**src/rtl/rwsp_pkg.sv**
```systemverilog
// Shared types and constants for the RIFF/WAVE stream parser.
// Used by the front, queue, back and top-level modules.
`default_nettype none
package rwsp_pkg;

    localparam logic [1:0] KIND_SAMPLE = 2'd0;
    localparam logic [1:0] KIND_DONE   = 2'd1;
    localparam logic [1:0] KIND_ERROR  = 2'd2;

    localparam logic [2:0] ERR_SMALL   = 3'd0;
    localparam logic [2:0] ERR_TAG     = 3'd1;
    localparam logic [2:0] ERR_FMT     = 3'd2;
    localparam logic [2:0] ERR_MISSING = 3'd3;
    localparam logic [2:0] ERR_FORMAT  = 3'd4;
    localparam logic [2:0] ERR_CHANS   = 3'd5;
    localparam logic [2:0] ERR_DEPTH   = 3'd6;

    localparam logic [31:0] ID_RIFF = 32'h46464952;
    localparam logic [31:0] ID_WAVE = 32'h45564157;
    localparam logic [31:0] ID_FMT  = 32'h20746D66;
    localparam logic [31:0] ID_DATA = 32'h61746164;
    localparam logic [31:0] MIN_LENGTH = 32'd44;

    typedef enum logic [6:0] {
        PH_RIFF = 7'b0000001,
        PH_SIZE = 7'b0000010,
        PH_WAVE = 7'b0000100,
        PH_HDR  = 7'b0001000,
        PH_BODY = 7'b0010000,
        PH_PAD  = 7'b0100000,
        PH_IDLE = 7'b1000000
    } phase_t;

    typedef enum logic [2:0] {
        CK_SKIP = 3'd0,
        CK_FMT  = 3'd1,
        CK_D8   = 3'd2,
        CK_D16  = 3'd3,
        CK_F32  = 3'd4
    } chunk_kind_t;

    typedef enum logic [1:0] {
        OP_D8  = 2'd0,
        OP_D16 = 2'd1,
        OP_F32 = 2'd2
    } op_t;

    // One queued command: an optional sample and an optional final result.
    typedef struct packed {
        logic        has_sample;
        op_t         op;
        logic [31:0] raw;
        logic        has_final;
        logic [1:0]  final_kind;
        logic [2:0]  code;
        logic [15:0] channels;
        logic [31:0] rate;
    } cmd_t;

    localparam int CMD_W = $bits(cmd_t);
    localparam int QUEUE_DEPTH = 4;
    localparam int QUEUE_AW = $clog2(QUEUE_DEPTH);

    // Signed 16-bit PCM divided by 32768 as IEEE single.
    function automatic logic [31:0] pcm16_to_float(input logic [15:0] v);
        logic        s;
        logic [15:0] mag;
        logic [4:0]  msb;
        logic [22:0] man;
        logic [15:0] sh;
        begin
            s = v[15];
            mag = s ? (~v + 16'd1) : v;
            msb = 5'd0;
            for (int i = 0; i < 16; i++)
            begin
                if (mag[i])
                begin
                    msb = 5'(i);
                end
            end
            sh = mag << (5'd15 - msb);
            man = {sh[14:0], 8'd0};
            if (mag == 16'd0)
            begin
                pcm16_to_float = 32'd0;
            end
            else
            begin
                pcm16_to_float = {s, 8'(8'd112 + {3'd0, msb}), man};
            end
        end
    endfunction

    function automatic logic [31:0] pcm8_to_float(input logic [7:0] b);
        logic [15:0] v;
        begin
            v = {b ^ 8'h80, 8'd0};
            pcm8_to_float = pcm16_to_float(v);
        end
    endfunction

endpackage
`default_nettype wire

```
**src/rtl/rwsp_front.sv**
```systemverilog
// Front end: byte-level RIFF/WAVE parse state, produces queued commands.
// Depends on rwsp_pkg.
`default_nettype none
module rwsp_front (
    input  wire logic           clk,
    input  wire logic           rst_n,
    input  wire logic [31:0]    file_length,
    input  wire logic           take,
    input  wire logic [7:0]     data_byte,
    output logic                active,
    output rwsp_pkg::cmd_t      cmd,
    output logic                cmd_valid
);
    rwsp_pkg::phase_t      phase_reg, phase_next;
    rwsp_pkg::chunk_kind_t kind_reg, kind_next;
    logic [31:0] pos_reg, pos_next;
    logic [31:0] shift_reg, shift_next;
    logic [31:0] remain_reg, remain_next;
    logic [31:0] id_reg, id_next;
    logic [31:0] off_reg, off_next;
    logic [15:0] fmt_reg, fmt_next;
    logic [15:0] chan_reg, chan_next;
    logic [31:0] rate_reg, rate_next;
    logic [15:0] depth_reg, depth_next;
    logic        seen_fmt_reg, seen_fmt_next;
    logic        seen_data_reg, seen_data_next;
    logic        seen_end_reg, seen_end_next;
    logic        pad_reg, pad_next;
    logic        err_reg, err_next;
    logic [2:0]  code_reg, code_next;

    logic [31:0] sh;
    logic [31:0] pos_inc;
    logic [7:0]  tag_byte;
    logic [32:0] reach;

    assign active = !seen_end_reg && (pos_reg < file_length);
    assign sh = {data_byte, shift_reg[31:8]};
    assign pos_inc = pos_reg + 32'd1;
    assign reach = {1'b0, pos_reg} + 33'd1 + {1'b0, sh};

    always_comb
    begin
        case (pos_reg[1:0])
            2'd0: tag_byte = 8'h00;
            default: tag_byte = 8'h00;
        endcase
        if (phase_reg == rwsp_pkg::PH_RIFF)
        begin
            tag_byte = rwsp_pkg::ID_RIFF[8*pos_reg[1:0] +: 8];
        end
        else
        begin
            tag_byte = rwsp_pkg::ID_WAVE[8*pos_reg[1:0] +: 8];
        end
    end

    always_comb
    begin
        phase_next = phase_reg;
        kind_next = kind_reg;
        pos_next = pos_reg;
        shift_next = shift_reg;
        remain_next = remain_reg;
        id_next = id_reg;
        off_next = off_reg;
        fmt_next = fmt_reg;
        chan_next = chan_reg;
        rate_next = rate_reg;
        depth_next = depth_reg;
        seen_fmt_next = seen_fmt_reg;
        seen_data_next = seen_data_reg;
        seen_end_next = seen_end_reg;
        pad_next = pad_reg;
        err_next = err_reg;
        code_next = code_reg;
        cmd = '0;
        cmd_valid = 1'b0;
        if (take && active)
        begin
            if (file_length >= rwsp_pkg::MIN_LENGTH)
            begin
                shift_next = sh;
                unique case (phase_reg)
                    rwsp_pkg::PH_RIFF, rwsp_pkg::PH_WAVE:
                    begin
                        if (data_byte != tag_byte)
                        begin
                            if (!err_reg)
                            begin
                                err_next = 1'b1;
                                code_next = rwsp_pkg::ERR_TAG;
                            end
                            phase_next = rwsp_pkg::PH_IDLE;
                        end
                        else if (phase_reg == rwsp_pkg::PH_RIFF && pos_reg >= 32'd3)
                        begin
                            phase_next = rwsp_pkg::PH_SIZE;
                        end
                        else if (phase_reg == rwsp_pkg::PH_WAVE && pos_reg >= 32'd11)
                        begin
                            phase_next = rwsp_pkg::PH_HDR;
                            off_next = '0;
                        end
                    end
                    rwsp_pkg::PH_SIZE:
                    begin
                        if (pos_reg >= 32'd7)
                        begin
                            phase_next = rwsp_pkg::PH_WAVE;
                        end
                    end
                    rwsp_pkg::PH_HDR:
                    begin
                        off_next = off_reg + 32'd1;
                        if (off_next == 32'd4)
                        begin
                            id_next = sh;
                        end
                        else if (off_next >= 32'd8)
                        begin
                            remain_next = sh;
                            off_next = '0;
                            pad_next = sh[0];
                            kind_next = rwsp_pkg::CK_SKIP;
                            phase_next = (sh == 32'd0) ?
                                (sh[0] ? rwsp_pkg::PH_PAD : rwsp_pkg::PH_HDR) :
                                rwsp_pkg::PH_BODY;
                            if (reach > {1'b0, file_length})
                            begin
                                phase_next = rwsp_pkg::PH_IDLE;
                            end
                            else if (!seen_data_reg && id_reg == rwsp_pkg::ID_FMT)
                            begin
                                if (sh < 32'd16)
                                begin
                                    if (!err_reg)
                                    begin
                                        err_next = 1'b1;
                                        code_next = rwsp_pkg::ERR_FMT;
                                    end
                                    phase_next = rwsp_pkg::PH_IDLE;
                                end
                                else
                                begin
                                    kind_next = rwsp_pkg::CK_FMT;
                                    seen_fmt_next = 1'b1;
                                end
                            end
                            else if (!seen_data_reg && id_reg == rwsp_pkg::ID_DATA)
                            begin
                                if (!err_reg)
                                begin
                                    code_next = rwsp_pkg::ERR_MISSING;
                                end
                                if (!seen_fmt_reg)
                                begin
                                    phase_next = rwsp_pkg::PH_IDLE;
                                    err_next = 1'b1;
                                end
                                else if (fmt_reg != 16'd1 && fmt_reg != 16'd3)
                                begin
                                    phase_next = rwsp_pkg::PH_IDLE;
                                    err_next = 1'b1;
                                    if (!err_reg) code_next = rwsp_pkg::ERR_FORMAT;
                                end
                                else if (chan_reg == 16'd0)
                                begin
                                    phase_next = rwsp_pkg::PH_IDLE;
                                    err_next = 1'b1;
                                    if (!err_reg) code_next = rwsp_pkg::ERR_CHANS;
                                end
                                else if (fmt_reg == 16'd1 && depth_reg == 16'd16)
                                begin
                                    kind_next = rwsp_pkg::CK_D16;
                                    seen_data_next = 1'b1;
                                    code_next = code_reg;
                                end
                                else if (fmt_reg == 16'd1 && depth_reg == 16'd8)
                                begin
                                    kind_next = rwsp_pkg::CK_D8;
                                    seen_data_next = 1'b1;
                                    code_next = code_reg;
                                end
                                else if (fmt_reg == 16'd3 && depth_reg == 16'd32)
                                begin
                                    kind_next = rwsp_pkg::CK_F32;
                                    seen_data_next = 1'b1;
                                    code_next = code_reg;
                                end
                                else
                                begin
                                    phase_next = rwsp_pkg::PH_IDLE;
                                    err_next = 1'b1;
                                    if (!err_reg) code_next = rwsp_pkg::ERR_DEPTH;
                                end
                            end
                        end
                    end
                    rwsp_pkg::PH_BODY:
                    begin
                        case (kind_reg)
                            rwsp_pkg::CK_FMT:
                            begin
                                if (off_reg == 32'd1) fmt_next = sh[31:16];
                                else if (off_reg == 32'd3) chan_next = sh[31:16];
                                else if (off_reg == 32'd7) rate_next = sh;
                                else if (off_reg == 32'd15) depth_next = sh[31:16];
                            end
                            rwsp_pkg::CK_D8:
                            begin
                                cmd.has_sample = 1'b1;
                                cmd.op = rwsp_pkg::OP_D8;
                            end
                            rwsp_pkg::CK_D16:
                            begin
                                cmd.has_sample = off_reg[0];
                                cmd.op = rwsp_pkg::OP_D16;
                            end
                            rwsp_pkg::CK_F32:
                            begin
                                cmd.has_sample = (off_reg[1:0] == 2'd3);
                                cmd.op = rwsp_pkg::OP_F32;
                            end
                            default:
                            begin
                            end
                        endcase
                        cmd.raw = sh;
                        off_next = off_reg + 32'd1;
                        remain_next = remain_reg - 32'd1;
                        if (remain_next == 32'd0)
                        begin
                            off_next = '0;
                            phase_next = pad_reg ? rwsp_pkg::PH_PAD : rwsp_pkg::PH_HDR;
                        end
                    end
                    rwsp_pkg::PH_PAD:
                    begin
                        phase_next = rwsp_pkg::PH_HDR;
                        off_next = '0;
                    end
                    rwsp_pkg::PH_IDLE:
                    begin
                    end
                    default:
                    begin
                    end
                endcase
            end
            pos_next = pos_inc;
            if (pos_inc == file_length)
            begin
                seen_end_next = 1'b1;
                cmd.has_final = 1'b1;
                cmd.final_kind = rwsp_pkg::KIND_ERROR;
                if (file_length < rwsp_pkg::MIN_LENGTH)
                begin
                    cmd.code = rwsp_pkg::ERR_SMALL;
                end
                else if (err_next)
                begin
                    cmd.code = code_next;
                end
                else if (seen_fmt_next && seen_data_next)
                begin
                    cmd.final_kind = rwsp_pkg::KIND_DONE;
                    cmd.channels = chan_next;
                    cmd.rate = rate_next;
                end
                else
                begin
                    cmd.code = rwsp_pkg::ERR_MISSING;
                end
            end
            cmd_valid = cmd.has_sample || cmd.has_final;
        end
    end

    always_ff @(posedge clk or negedge rst_n)
    begin
        if (!rst_n)
        begin
            phase_reg <= rwsp_pkg::PH_RIFF;
            kind_reg <= rwsp_pkg::CK_SKIP;
            pos_reg <= '0;
            shift_reg <= '0;
            remain_reg <= '0;
            id_reg <= '0;
            off_reg <= '0;
            fmt_reg <= '0;
            chan_reg <= '0;
            rate_reg <= '0;
            depth_reg <= '0;
            seen_fmt_reg <= 1'b0;
            seen_data_reg <= 1'b0;
            seen_end_reg <= 1'b0;
            pad_reg <= 1'b0;
            err_reg <= 1'b0;
            code_reg <= '0;
        end
        else
        begin
            phase_reg <= phase_next;
            kind_reg <= kind_next;
            pos_reg <= pos_next;
            shift_reg <= shift_next;
            remain_reg <= remain_next;
            id_reg <= id_next;
            off_reg <= off_next;
            fmt_reg <= fmt_next;
            chan_reg <= chan_next;
            rate_reg <= rate_next;
            depth_reg <= depth_next;
            seen_fmt_reg <= seen_fmt_next;
            seen_data_reg <= seen_data_next;
            seen_end_reg <= seen_end_next;
            pad_reg <= pad_next;
            err_reg <= err_next;
            code_reg <= code_next;
        end
    end
endmodule
`default_nettype wire

```
**src/rtl/rwsp_queue.sv**
```systemverilog
// Short command queue between the front end and the back end.
// Depends on rwsp_pkg.
`default_nettype none
module rwsp_queue (
    input  wire logic           clk,
    input  wire logic           rst_n,
    input  wire logic           push,
    input  rwsp_pkg::cmd_t      push_cmd,
    input  wire logic           pop,
    output rwsp_pkg::cmd_t      head,
    output logic                not_empty,
    output logic                has_room
);
    rwsp_pkg::cmd_t slots_reg [rwsp_pkg::QUEUE_DEPTH];
    logic [rwsp_pkg::QUEUE_AW-1:0] wr_reg, rd_reg;
    logic [rwsp_pkg::QUEUE_AW:0]   count_reg, count_next;

    assign head = slots_reg[rd_reg];
    assign not_empty = (count_reg != '0);
    assign has_room = (count_reg < (rwsp_pkg::QUEUE_AW+1)'(rwsp_pkg::QUEUE_DEPTH - 1));
    assign count_next = count_reg + {{rwsp_pkg::QUEUE_AW{1'b0}}, push}
                        - {{rwsp_pkg::QUEUE_AW{1'b0}}, pop};

    always_ff @(posedge clk)
    begin
        if (push)
        begin
            slots_reg[wr_reg] <= push_cmd;
        end
    end

    always_ff @(posedge clk or negedge rst_n)
    begin
        if (!rst_n)
        begin
            wr_reg <= '0;
            rd_reg <= '0;
            count_reg <= '0;
        end
        else
        begin
            if (push) wr_reg <= wr_reg + 1'b1;
            if (pop) rd_reg <= rd_reg + 1'b1;
            count_reg <= count_next;
        end
    end
endmodule
`default_nettype wire

```
**src/rtl/rwsp_back.sv**
```systemverilog
// Back end: turns queued commands into result transfers, a sample first.
// Depends on rwsp_pkg.
`default_nettype none
module rwsp_back (
    input  wire logic           clk,
    input  wire logic           rst_n,
    input  rwsp_pkg::cmd_t      head,
    input  wire logic           not_empty,
    output logic                pop,
    input  wire logic           stall,
    output logic                valid,
    output logic [1:0]          kind,
    output logic [31:0]         sample_bits,
    output logic [15:0]         num_channels,
    output logic [31:0]         sample_rate,
    output logic [2:0]          error_code,
    output logic                last
);
    logic        sample_done_reg;
    logic        valid_reg;
    logic [1:0]  kind_reg;
    logic [31:0] bits_reg;
    logic [15:0] chan_reg;
    logic [31:0] rate_reg;
    logic [2:0]  code_reg;
    logic        last_reg;
    logic        load;
    logic        send_sample;
    logic [31:0] conv;

    assign send_sample = head.has_sample && !sample_done_reg;
    assign load = not_empty && (!valid_reg || !stall);
    assign pop = load && !(send_sample && head.has_final);

    always_comb
    begin
        case (head.op)
            rwsp_pkg::OP_D8:  conv = rwsp_pkg::pcm8_to_float(head.raw[31:24]);
            rwsp_pkg::OP_D16: conv = rwsp_pkg::pcm16_to_float(head.raw[31:16]);
            default:          conv = head.raw;
        endcase
    end

    always_ff @(posedge clk or negedge rst_n)
    begin
        if (!rst_n)
        begin
            valid_reg <= 1'b0;
            sample_done_reg <= 1'b0;
        end
        else
        begin
            if (load)
            begin
                valid_reg <= 1'b1;
                sample_done_reg <= send_sample && head.has_final;
            end
            else if (!stall)
            begin
                valid_reg <= 1'b0;
            end
        end
    end

    always_ff @(posedge clk)
    begin
        if (load)
        begin
            if (send_sample)
            begin
                kind_reg <= rwsp_pkg::KIND_SAMPLE;
                bits_reg <= conv;
                chan_reg <= '0;
                rate_reg <= '0;
                code_reg <= '0;
                last_reg <= 1'b0;
            end
            else
            begin
                kind_reg <= head.final_kind;
                bits_reg <= '0;
                chan_reg <= head.channels;
                rate_reg <= head.rate;
                code_reg <= head.code;
                last_reg <= 1'b1;
            end
        end
    end

    assign valid = valid_reg;
    assign kind = kind_reg;
    assign sample_bits = bits_reg;
    assign num_channels = chan_reg;
    assign sample_rate = rate_reg;
    assign error_code = code_reg;
    assign last = last_reg;
endmodule
`default_nettype wire

```
**src/rtl/riff_wave_stream_parser.sv**
```systemverilog
// Top level of the RIFF/WAVE stream parser: one byte per cycle in while not stalled.
// On the transfer of a byte the front end writes its command into the queue, and the
// back end registers the result from the queue head once out_stall lets it load.
// Throughput is one byte per cycle while the queue has room; a sample and final result
// that coincide go out as two transfers, and the queue stalls input at three commands.
// Reset clears all parse state and sets file_length to zero.
`default_nettype none
module riff_wave_stream_parser (
    input  wire logic        clk,
    input  wire logic        rst_n,
    input  wire logic        cfg_valid,
    output logic             cfg_ready,
    input  wire logic [31:0] cfg_data,
    input  wire logic        in_valid,
    output logic             in_stall,
    input  wire logic [7:0]  data_byte,
    output logic             out_valid,
    input  wire logic        out_stall,
    output logic [1:0]       kind,
    output logic [31:0]      sample_bits,
    output logic [15:0]      num_channels,
    output logic [31:0]      sample_rate,
    output logic [2:0]       error_code,
    output logic             last
);
    logic [31:0]    file_length_reg;
    logic           take, active, cmd_valid, pop, not_empty, has_room;
    rwsp_pkg::cmd_t cmd, head;

    assign cfg_ready = 1'b1;
    assign in_stall = !has_room;
    assign take = in_valid && has_room;

    always_ff @(posedge clk or negedge rst_n)
    begin
        if (!rst_n)
        begin
            file_length_reg <= '0;
        end
        else if (cfg_valid)
        begin
            file_length_reg <= cfg_data;
        end
    end

    rwsp_front u_front (
        .clk(clk), .rst_n(rst_n), .file_length(file_length_reg), .take(take),
        .data_byte(data_byte), .active(active), .cmd(cmd), .cmd_valid(cmd_valid)
    );

    rwsp_queue u_queue (
        .clk(clk), .rst_n(rst_n), .push(cmd_valid), .push_cmd(cmd), .pop(pop),
        .head(head), .not_empty(not_empty), .has_room(has_room)
    );

    rwsp_back u_back (
        .clk(clk), .rst_n(rst_n), .head(head), .not_empty(not_empty), .pop(pop),
        .stall(out_stall), .valid(out_valid), .kind(kind), .sample_bits(sample_bits),
        .num_channels(num_channels), .sample_rate(sample_rate),
        .error_code(error_code), .last(last)
    );
endmodule
`default_nettype wire

```
**config.mk**
```make
export PLATFORM = sky130hd
export DESIGN_NAME = riff_wave_stream_parser
export DESIGN_NICKNAME = d
export VERILOG_FILES = /design/src/rtl/rwsp_pkg.sv /design/src/rtl/rwsp_front.sv /design/src/rtl/rwsp_queue.sv /design/src/rtl/rwsp_back.sv /design/src/rtl/riff_wave_stream_parser.sv
export SDC_FILE = /design/constraint.sdc
export NUM_CORES = 1
export LEC_CHECK = 0
export BUFFER_PORTS_ARGS = -buffer_cell sky130_fd_sc_hd__buf_2
export CAP_MARGIN = 20
export CORE_ASPECT_RATIO = 1.4
export CORE_MARGIN = 2
export CORE_UTILIZATION = 57
export DETAILED_ROUTE_END_ITERATION = 16
export GPL_TIMING_DRIVEN = 1
export PLACE_DENSITY = 0.77
export SLEW_MARGIN = 5
export SYNTH_ARGS = -nofsm -noshare
export SYNTH_HDL_FRONTEND = slang
export SYNTH_SLANG_ARGS = --single-unit
```
**constraint.sdc**
```tcl
create_clock -name clk -period 7.5 [get_ports clk]
set_input_delay 1.125 -clock clk [delete_from_list [all_inputs] [get_ports clk]]
set_output_delay 1.125 -clock clk [all_outputs]
set_load 0.005 [all_outputs]
```
After elaboration in Yosys (flattened, before gate mapping)
Memory sizes are Yosys's and may differ from the RTL's.
Cells that the tools add are included.
- add/subtract/negate cells: 15
- $mul: 0
- divide/modulo/power cells: 0
- magnitude comparators: 10
- equal/unequal tests: 37
- shift-type cells: 4
- mux-type cells: 171
- bitwise gates (word level): 7
- reductions and logical operators: 45
- operators with widths (kind ; count):
    two-way mux 32 bit ; 16
    two-way mux 48 bit ; 3
    case mux 32 bit (2 select lines) ; 2
    case mux 32 bit (4 select lines) ; 1
    two-way mux 7 bit ; 18
    two-way mux 3 bit ; 39
    two-way mux 16 bit ; 7
    two-way mux 54 bit ; 2
    two-way mux 35 bit ; 3
    two-way mux 89 bit ; 1
    adder 32 x 1 -> 32 bit (second input constant) ; 2
    == test 32 x 3 -> 1 bit (second input constant) ; 2
    greater-or-equal comparator 32 x 4 -> 1 bit (second input constant) ; 2
    logical NOT 32 bit ; 2
    two-way mux 4 bit ; 16
    variable part select 32 x 6 -> 8 bit (first input constant) ; 2
    logical NOT 16 bit ; 3
    two-way mux 1 bit ; 46
    case mux 7 bit (5 select lines) ; 1
    adder 32 x 1 -> 33 bit (second input constant) ; 1
    adder 33 x 32 -> 33 bit ; 1
    > comparator 33 x 32 -> 1 bit ; 1
    adder 16 x 1 -> 16 bit (second input constant) ; 2
    == test 32 x 1 -> 1 bit (second input constant) ; 1
    64 further kinds ; 115
- register bits after elaboration: 385
- bits in latches: 0
- RAM bits: 356
- ROM bits: 0
- input bits: 45
- logic and storage cells: 319
- memories: 1
- memories (name ; words ; width ; read ports ; clocked after Yosys merged registers in ; write ports ; RTL line ; RTL):
    u_queue.slots_reg ; 4 ; 89 ; 1 ; 0 ; 1 ; rwsp_queue.sv:14 ; rwsp_pkg::cmd_t slots_reg [rwsp_pkg::QUEUE_DEPTH];

Depth between registers and ports, before layout
Gate-level depths: netlist of the first run.
- depth after elaboration: 26
- mapped depth: 29
- depth with buffers taken out: 27

By module
A second synthesis of the first run with hierarchy kept.
- cells, all modules: 3150
- area total of the unflattened synthesis: 38308.0 um^2
- modules (own cells, without submodules) (module ; times used ; cells an instance ; area each (um^2) ; sequential area each (um^2)):
    rwsp_front ; 1 ; 2068 ; 18196.2 ; 6257.3
    rwsp_queue ; 1 ; 500 ; 13326.5 ; 10865.4
    rwsp_back ; 1 ; 510 ; 5418.9 ; 2632.5
    riff_wave_stream_parser ; 1 ; 72 ; 1366.3 ; 800.8

Worst setup path before layout of the first run
Ideal clock, no wire load.
- path type: reg2reg
- start point: register u_front.pos_reg[1]
- end point: memory u_queue.slots_reg[0][0] (netlist bit), enable pin
- setup time: 0.548 ns
- arrival time: 7.029 ns
- path slack: -0.077 ns
- cell stages (with the launch flop): 14
- path through: dfrtp_1 > ha_1 > nand4_1 > nor4_1 > and2_0 > and3b_1 > nor3_1 > a211oi_1 > a31o_2 > nand4_1 > nor4_1 > nand2_1 > o211a_2 > nor2b_1
- cells in the longest elaborated chain, start to end: 8
- RTL lines (what ; RTL line ; RTL):
    from (decl) ; rwsp_front.sv:16 ; logic [31:0] pos_reg, pos_next;
    from (signal assigned) ; rwsp_front.sv:306 ; pos_reg <= pos_next;
    adder 32 x 1 -> 32 bit ; rwsp_front.sv:39 ; assign pos_inc = pos_reg + 32'd1;
    == test 32 bit ; rwsp_front.sv:252 ; if (pos_inc == file_length)
    two-way mux 54 bit ; rwsp_front.sv:252 ;
    two-way mux 54 bit ; rwsp_front.sv:79 ; if (take && active)
    logical OR 1 bit ; rwsp_front.sv:276 ; cmd_valid = cmd.has_sample || cmd.has_final;
    two-way mux 1 bit (*) ; rwsp_front.sv:79 ;
    two-way mux 1 bit (*) ; rwsp_queue.sv:26 ; if (push)
    two-way mux 1 bit (not written as such) (*) ; rwsp_queue.sv:28 ; slots_reg[wr_reg] <= push_cmd;
    to (decl) ; rwsp_queue.sv:14 ;
Mark *: on every way between the ends. The rest lies on a longest branch, timed or not. The select of a mux whose other input is x is not followed.

==> results.toml, run 1 <==
[global_route]
grt_pass1_vias = 27100
grt_max_degree = 103
grt_overflow = 0
track_usage_pct = 30.6
grt_pass1_wl_um = 160000
antenna_found_initial = 4

[cells_and_area]
largest_register_ffs = 356
design_area_um2 = 41700
layout_commonest_cell = "edfxtp_1"
nets = 3473
layout-drive-gt1-share_pct = 17.5
syn_to_final_growth_pct = 11.1
final_cell_mix = "edfxtp_1, nand2_1, dfrtp_1"

[die]
die_area_um2 = 68000
start_util_pct = 57.4
io_pins = 134
fp.dieH_um = 308
die_w_um = 221
core_area_um2 = 65400
core.rowCount = 111

[run]
drv_cap = 0

[run_status]
status = "completed"

[synthesis]
synthSimpleGateAreaFrac_pct = 14.5
synth_ff_type = "edfxtp_1"
synth-adder-area-share_pct = 3.80
synth_fp_nets = 3382
synth_mux_area_share_pct = 10.6
synth_top_family_by_area = "simple AND/OR/NAND/NOR gates"
synth.distinct_cells = 102
syn_area_um2 = 37600
synth_compound_area_share_pct = 10.2
avgSynthCellArea_um2 = 11.7
synth_enable_flop_cells = 442
yosysSeqAreaShare_pct = 54.7
ys_ff_latch = 733
ys_async_sr_fraction_pct = 39.7
syn_inst = 3224
ys_warn_count = 0
synthXorXnorAreaFrac_pct = 3.05

[route]
routed_wl_um = 104000
vias_per_cell = 6.42
first_pass_iters = 6
vias = 27100
final_antenna_net_count = 0
post_drt_wl_per_cell_um = 24.7
drcViolationCount = 0
drtIter0Drc = 2499

[timing]
hold_viol = 0
timing.setup.tns_ps = 0
worst_pin_slew_ps = 1060
fin_skew_ps = 25.8
setup_viol_count_final = 0
drv_slew = 0
rsz0062_at_grt = "false"
period_share_pct = 92.0
slew_headroom_pct = 28.9
period_minus_slack_ps = 6900
clock.fmax_ghz = 0.145

[worst_setup_path]
end_kind = "flop"
crit_required_ps = 7890
r2r_end = "u_queue.slots_reg[1][7]"
path_max_fanout = 49
r2r_slack_ps = 600
worstReg2RegStart = "u_front.shift_reg[9]"
crit_path_start = "u_front.shift_reg[9]"
arrival_ps = 7290
setup.worst_path.start_class = "flop"
r2r_cells = 27
worstSetupPathType = "flop to flop"

[placement]
postPlaceCellArea_um2 = 39200
post-dp-hpwl_um = 70400
port-buffer-count = 132
routabilityCongestion = 0.950

[clock_network]
cts_tree = "built"
postCtsSetupBuffers = 0
worst_skew_pair.late_latency_ps = 640
cts_buffer_depth = 3
ctsHoldBuffers = 0
cts_made_buffers = 71
clkTransAtPathRegs_ps = 70
cts.sinks = 733
cts.htree.levels = 3
clockRootBuffer = "clkbuf_16"

[pwr]
powerDensity_nw_per_um2 = 326
leakagePower_uw = 0.0164
irDropWorstVdd_mv = 0.377

[hold_path]
holdPathEnd = "u_front.seen_end_reg"
hp-start = "u_front.seen_end_reg"
min_path_cells = 1
hp-class = "flop to flop"
## metal layers
metal	GRT usage [%]	vias to the layer above	wire, um
met3	4.14	298	6500
li1	-	12100	-
met5	0	-	12
met1	36.4	13500	38700
met2	53.1	1225	52800
met4	18.8	2	6300
## synth_stat cells (6+ instances only)
cell type  instances  share of area [%]
a211oi_1          17               0.34
a21boi_0           6               0.12
a21o_1            34               0.68
a21oi_1          175                2.3
a22oi_1           11               0.22
a31oi_1           21               0.35
a41oi_1            6               0.14
and2_1            99                1.6
and3_1            44               0.73
and4_1             8               0.19
buf_1             10               0.10
buf_2             26               0.35
buf_6              6               0.18
clkbuf_1         140                1.4
dfrtp_1          290                 19
edfxtp_1         442                 35
ha_1             111                3.7
inv_1             99               0.99
mux2_2           100                3.0
mux2_4            27                1.1
mux2i_1           45                1.2
mux4_2            88                5.3
nand2_1          349                3.5
nand2b_1          28               0.47
nand3_1           71               0.95
nand3b_1          12               0.24
nand4_1           53               0.88
nor2_1           190                1.9
nor2b_1           26               0.43
nor3_1            60               0.80
nor4_1            53               0.88
nor4b_1            9               0.21
o211ai_1           6               0.12
o21a_1            20               0.40
o21ai_0          196                2.6
o21bai_1          10               0.20
o22ai_1           16               0.27
o31ai_1           27               0.54
o41ai_1            6               0.14
or2_2             11               0.18
or3_1             17               0.28
or4_1              8               0.16
xnor2_1          102                2.4
xor2_1            29               0.68
## area by class of cell
cell class | instances | area [um^2]
timing repair buffer | 203 | 1340
tap | 847 | 1060
clock inverter | 39 | 483
fill | 4911 | 23700
antenna | 3 | 7.51
multi-input combinational | 2207 | 15900
clock buffer | 93 | 1950
inverter | 99 | 372
sequential | 733 | 20600
## worst max path at each step
stage / endpoint / slack, ps / cells past startpoint
after floorplan: u_queue.slots_reg[0][0] / -80 / 13
after global placement: u_queue.slots_reg[0][38] / 740 / 28
after detailed placement: u_queue.slots_reg[2][7] / 590 / 28
after CTS: u_queue.slots_reg[0][7] / 500 / 28
after global routing: u_queue.slots_reg[3][7] / 40 / 28
final: u_queue.slots_reg[1][7] / 600 / 27
## metrics by stage
stage / setup slack, ps / power, uW / instances / utilization [%] / hold WS [ps]
detailed placement: 590 / 9880 / 4087 / 60.0 / 458
global route: 36.3 / 14200 / 4221 / 63.8 / 492
finish: 603 / 13600 / 4224 / 63.8 / 475
global placement: 736 / 9770 / 4087 / 60.0 / 456
CTS: 496 / 13600 / 4219 / 63.7 / 475
floorplan: -77.1 / 8320 / 3224 / - / 436
## cells by family (layout without fill, tap and decap cells)
group | count (synthesis) | count (layout)
simple gates | 1075 | 1075
flops | 733 | 733
compound gates | 624 | 624
buf+inv | 284 | 434
mux | 263 | 263
xor+xnor | 131 | 131
fa+ha+maj | 113 | 113
other cells | 1 | 4
## worst max-delay path, cell delays in order, from the launching register on
cell and delay, ps:
dfrtp_1 660, ha_1 310, nor2b_1 120, o21ai_0 190, a21boi_0 150, o21ai_0 280, a21boi_0 210, o2111ai_1 340
a2111oi_0 170, buf_4 170, o211ai_1 170, nand3_1 150, or2_2 320, a21oi_1 180, xnor2_1 140, ha_1 260
a21oi_1 140, nor2b_1 60, o21ai_0 150, nand2b_1 80, a2111oi_0 550, o211ai_1 290, a211oi_4 380, a31oi_1 150
nor3_2 280, nand3_2 120, buf_12 230, a21oi_1 370
## report_power, final
part	total (uW)	internal, uW	switching (uW)
registers	5170	4760	406
logic	4700	1920	2780
clock network	3730	2140	1590
## timing repair
| item | 4_1_cts | 5_1_grt |
|---|---|---|
| endpoints found under the setup margin | 0 | 70 |
| resized for setup | 0 | 1 |
| hold endpoints to repair | 0 | 0 |
Note: power is estimated with default switching activity, not from simulation.
==> run 2: changes to the inputs <==
--- a/config.mk
+++ b/config.mk
@@ -9,11 +9,12 @@
 export CAP_MARGIN = 20
 export CORE_ASPECT_RATIO = 1.4
 export CORE_MARGIN = 2
-export CORE_UTILIZATION = 57
+export CORE_UTILIZATION = 60
+export CTS_CLUSTER_DIAMETER = 80
 export DETAILED_ROUTE_END_ITERATION = 16
 export GPL_TIMING_DRIVEN = 1
-export PLACE_DENSITY = 0.77
-export SLEW_MARGIN = 5
+export PLACE_DENSITY = 0.78
+export SLEW_MARGIN = 20
 export SYNTH_ARGS = -nofsm -noshare
 export SYNTH_HDL_FRONTEND = slang
 export SYNTH_SLANG_ARGS = --single-unit
==> constraint.sdc (replaced) <==
create_clock -name clk -period 7.3 [get_ports clk]
set_input_delay 1.095 -clock clk [delete_from_list [all_inputs] [get_ports clk]]
set_output_delay 1.095 -clock clk [all_outputs]
set_load 0.005 [all_outputs]
==> results.toml, run 2 (synthesized netlist as in run 1, its figures left out) <==
[placement]
routabilityCongestion = 0.961
post-dp-hpwl_um = 73200
port-buffer-count = 132

[pwr]
power_uw = 13900
leakagePower_uw = 0.0165
powerDensity_nw_per_um2 = 334
irDropWorstVdd_mv = 0.232

[worst_setup_path]
worst_path_most_repeated_cell = "a21oi_1"
setup.worst_path.start_class = "flop"
crit_slowest_cell = "dfrtp_1"
crit_path_start = "u_front.pos_reg[0]"
crit_end = "u_queue.slots_reg[2][31]"
arrival_ps = 7210
r2r_end = "u_queue.slots_reg[2][31]"
worstReg2RegStart = "u_front.pos_reg[0]"
end_kind = "flop"
worstSetupPathType = "flop to flop"
path_max_fanout = 49
crit_required_ps = 7710
r2r_slack_ps = 500
max_stage_delay_ps = 470
r2r_cells = 28

[timing]
clock.fmax_ghz = 0.147
period_share_pct = 93.2
hold_viol = 0
setup_viol_count_final = 0
worst_pin_slew_ps = 1080
slew_headroom_pct = 28.2
drv_slew = 0
rsz0062_at_grt = "false"
period_minus_slack_ps = 6800
fin_skew_ps = 28.4
worst_hold_slack_ps = 428

[run_status]
status = "completed"

[clock_network]
cts.sinks = 733
postCtsSetupBuffers = 0
clockRootBuffer = "clkbuf_16"
clkTransAtPathRegs_ps = 60
cts_tree = "built"
ctsHoldBuffers = 0
ctsResizeCount = 0
cts.htree.levels = 3
worst_skew_pair.late_latency_ps = 630
cts_made_buffers = 69
cts_buffer_depth = 3

[route]
vias_per_cell = 6.50
routed_wl_um = 106000
final_antenna_net_count = 0
drtIter0Drc = 2655
vias = 27300
first_pass_iters = 6
post_drt_wl_per_cell_um = 25.3
drcViolationCount = 0

[cells_and_area]
largest_register_ffs = 356
layout-drive-gt1-share_pct = 17.8
syn_to_final_growth_pct = 10.9
layout_commonest_cell = "edfxtp_1"
regArea_um2 = 20600
multiInputGateArea_um2 = 16000
n_fill_cell = 4510
nets = 3479
final_cell_mix = "edfxtp_1, nand2_1, dfrtp_1"

[global_route]
grt_overflow = 0
grt_max_degree = 130
grt_pass1_wl_um = 161000
grt_pass1_vias = 27400
antenna_found_initial = 1
track_usage_pct = 33.0

[die]
core_area_um2 = 62000
core.rowCount = 108
io_pins = 134
start_util_pct = 60.6
die_w_um = 215
fp.dieH_um = 300
die_area_um2 = 64700

[hold_path]
hp-class = "input pin to async pin"

[run]
drv_cap = 0
-- run 2: layout make-up --
type	instances	area share, %
Sequential cell	733	49.3
Multi-Input combinational cell	2207	38.3
Clock buffer	86	4.57
Timing Repair Buffer	211	3.42
Tap cell	825	2.48
Clock inverter	41	1.03
Inverter	99	0.892
Antenna cell	1	0.00600
-- run 2: through the flow --
stage,utilization (%),instance area (um^2),setup TNS (ps),std cells,worst slack (ps)
floorplan,-,37600,-98660,3224,-277
global placement,63.3,39300,0,4072,590
detailed placement,63.4,39300,0,4072,351
CTS,67.1,41600,0,4199,307
global route,67.2,41700,0,4202,28.7
finish,67.2,41700,0,4203,499
-- run 2: worst min path at each step --
stage / startpoint / endpoint / slack, ps / cells after the start
6_report: rst_n / file_length_reg[28] / 430 / 1
5_1_grt: rst_n / file_length_reg[28] / 480 / 1
4_1_cts: rst_n / file_length_reg[28] / 450 / 1
3_5_place_dp: u_front.id_reg[27] / u_front.id_reg[27] / 470 / 2
3_3_place_gp: u_front.id_reg[27] / u_front.id_reg[27] / 460 / 2
2_1_floorplan: u_front.seen_end_reg / u_front.seen_end_reg / 440 / 1
-- run 2: critical path: cells and delay by family, from the launching register on --
family / cells / cell delay (ps)
XOR/XNOR: 1 / 140
adder cells (fa/ha/maj): 3 / 870
flip-flops: 1 / 470
AND/OR/NAND/NOR: 6 / 850
buffers and inverters: 3 / 540
AO/OA/AOI/OAI: 15 / 3690
-- run 2: report_power, final --
part / switching [uW] / total [uW] / internal (uW)
Clock: 1620 / 3680 / 2060
Sequential: 344 / 5230 / 4890
Combinational: 3020 / 5000 / 1980
Total: 4980 / 13900 / 8930
-- run 2: routing by layer --
layer  part of all wire, %  vias up  track usage [%]  wire length [um]
li1                      -    12100                -                 -
met5                 0.011        -                0                12
met4                   7.7        2             22.5              8200
met1                    35    13600             38.6             37600
met3                   6.4      359             4.58              6810
met2                    51     1284             56.7             53700
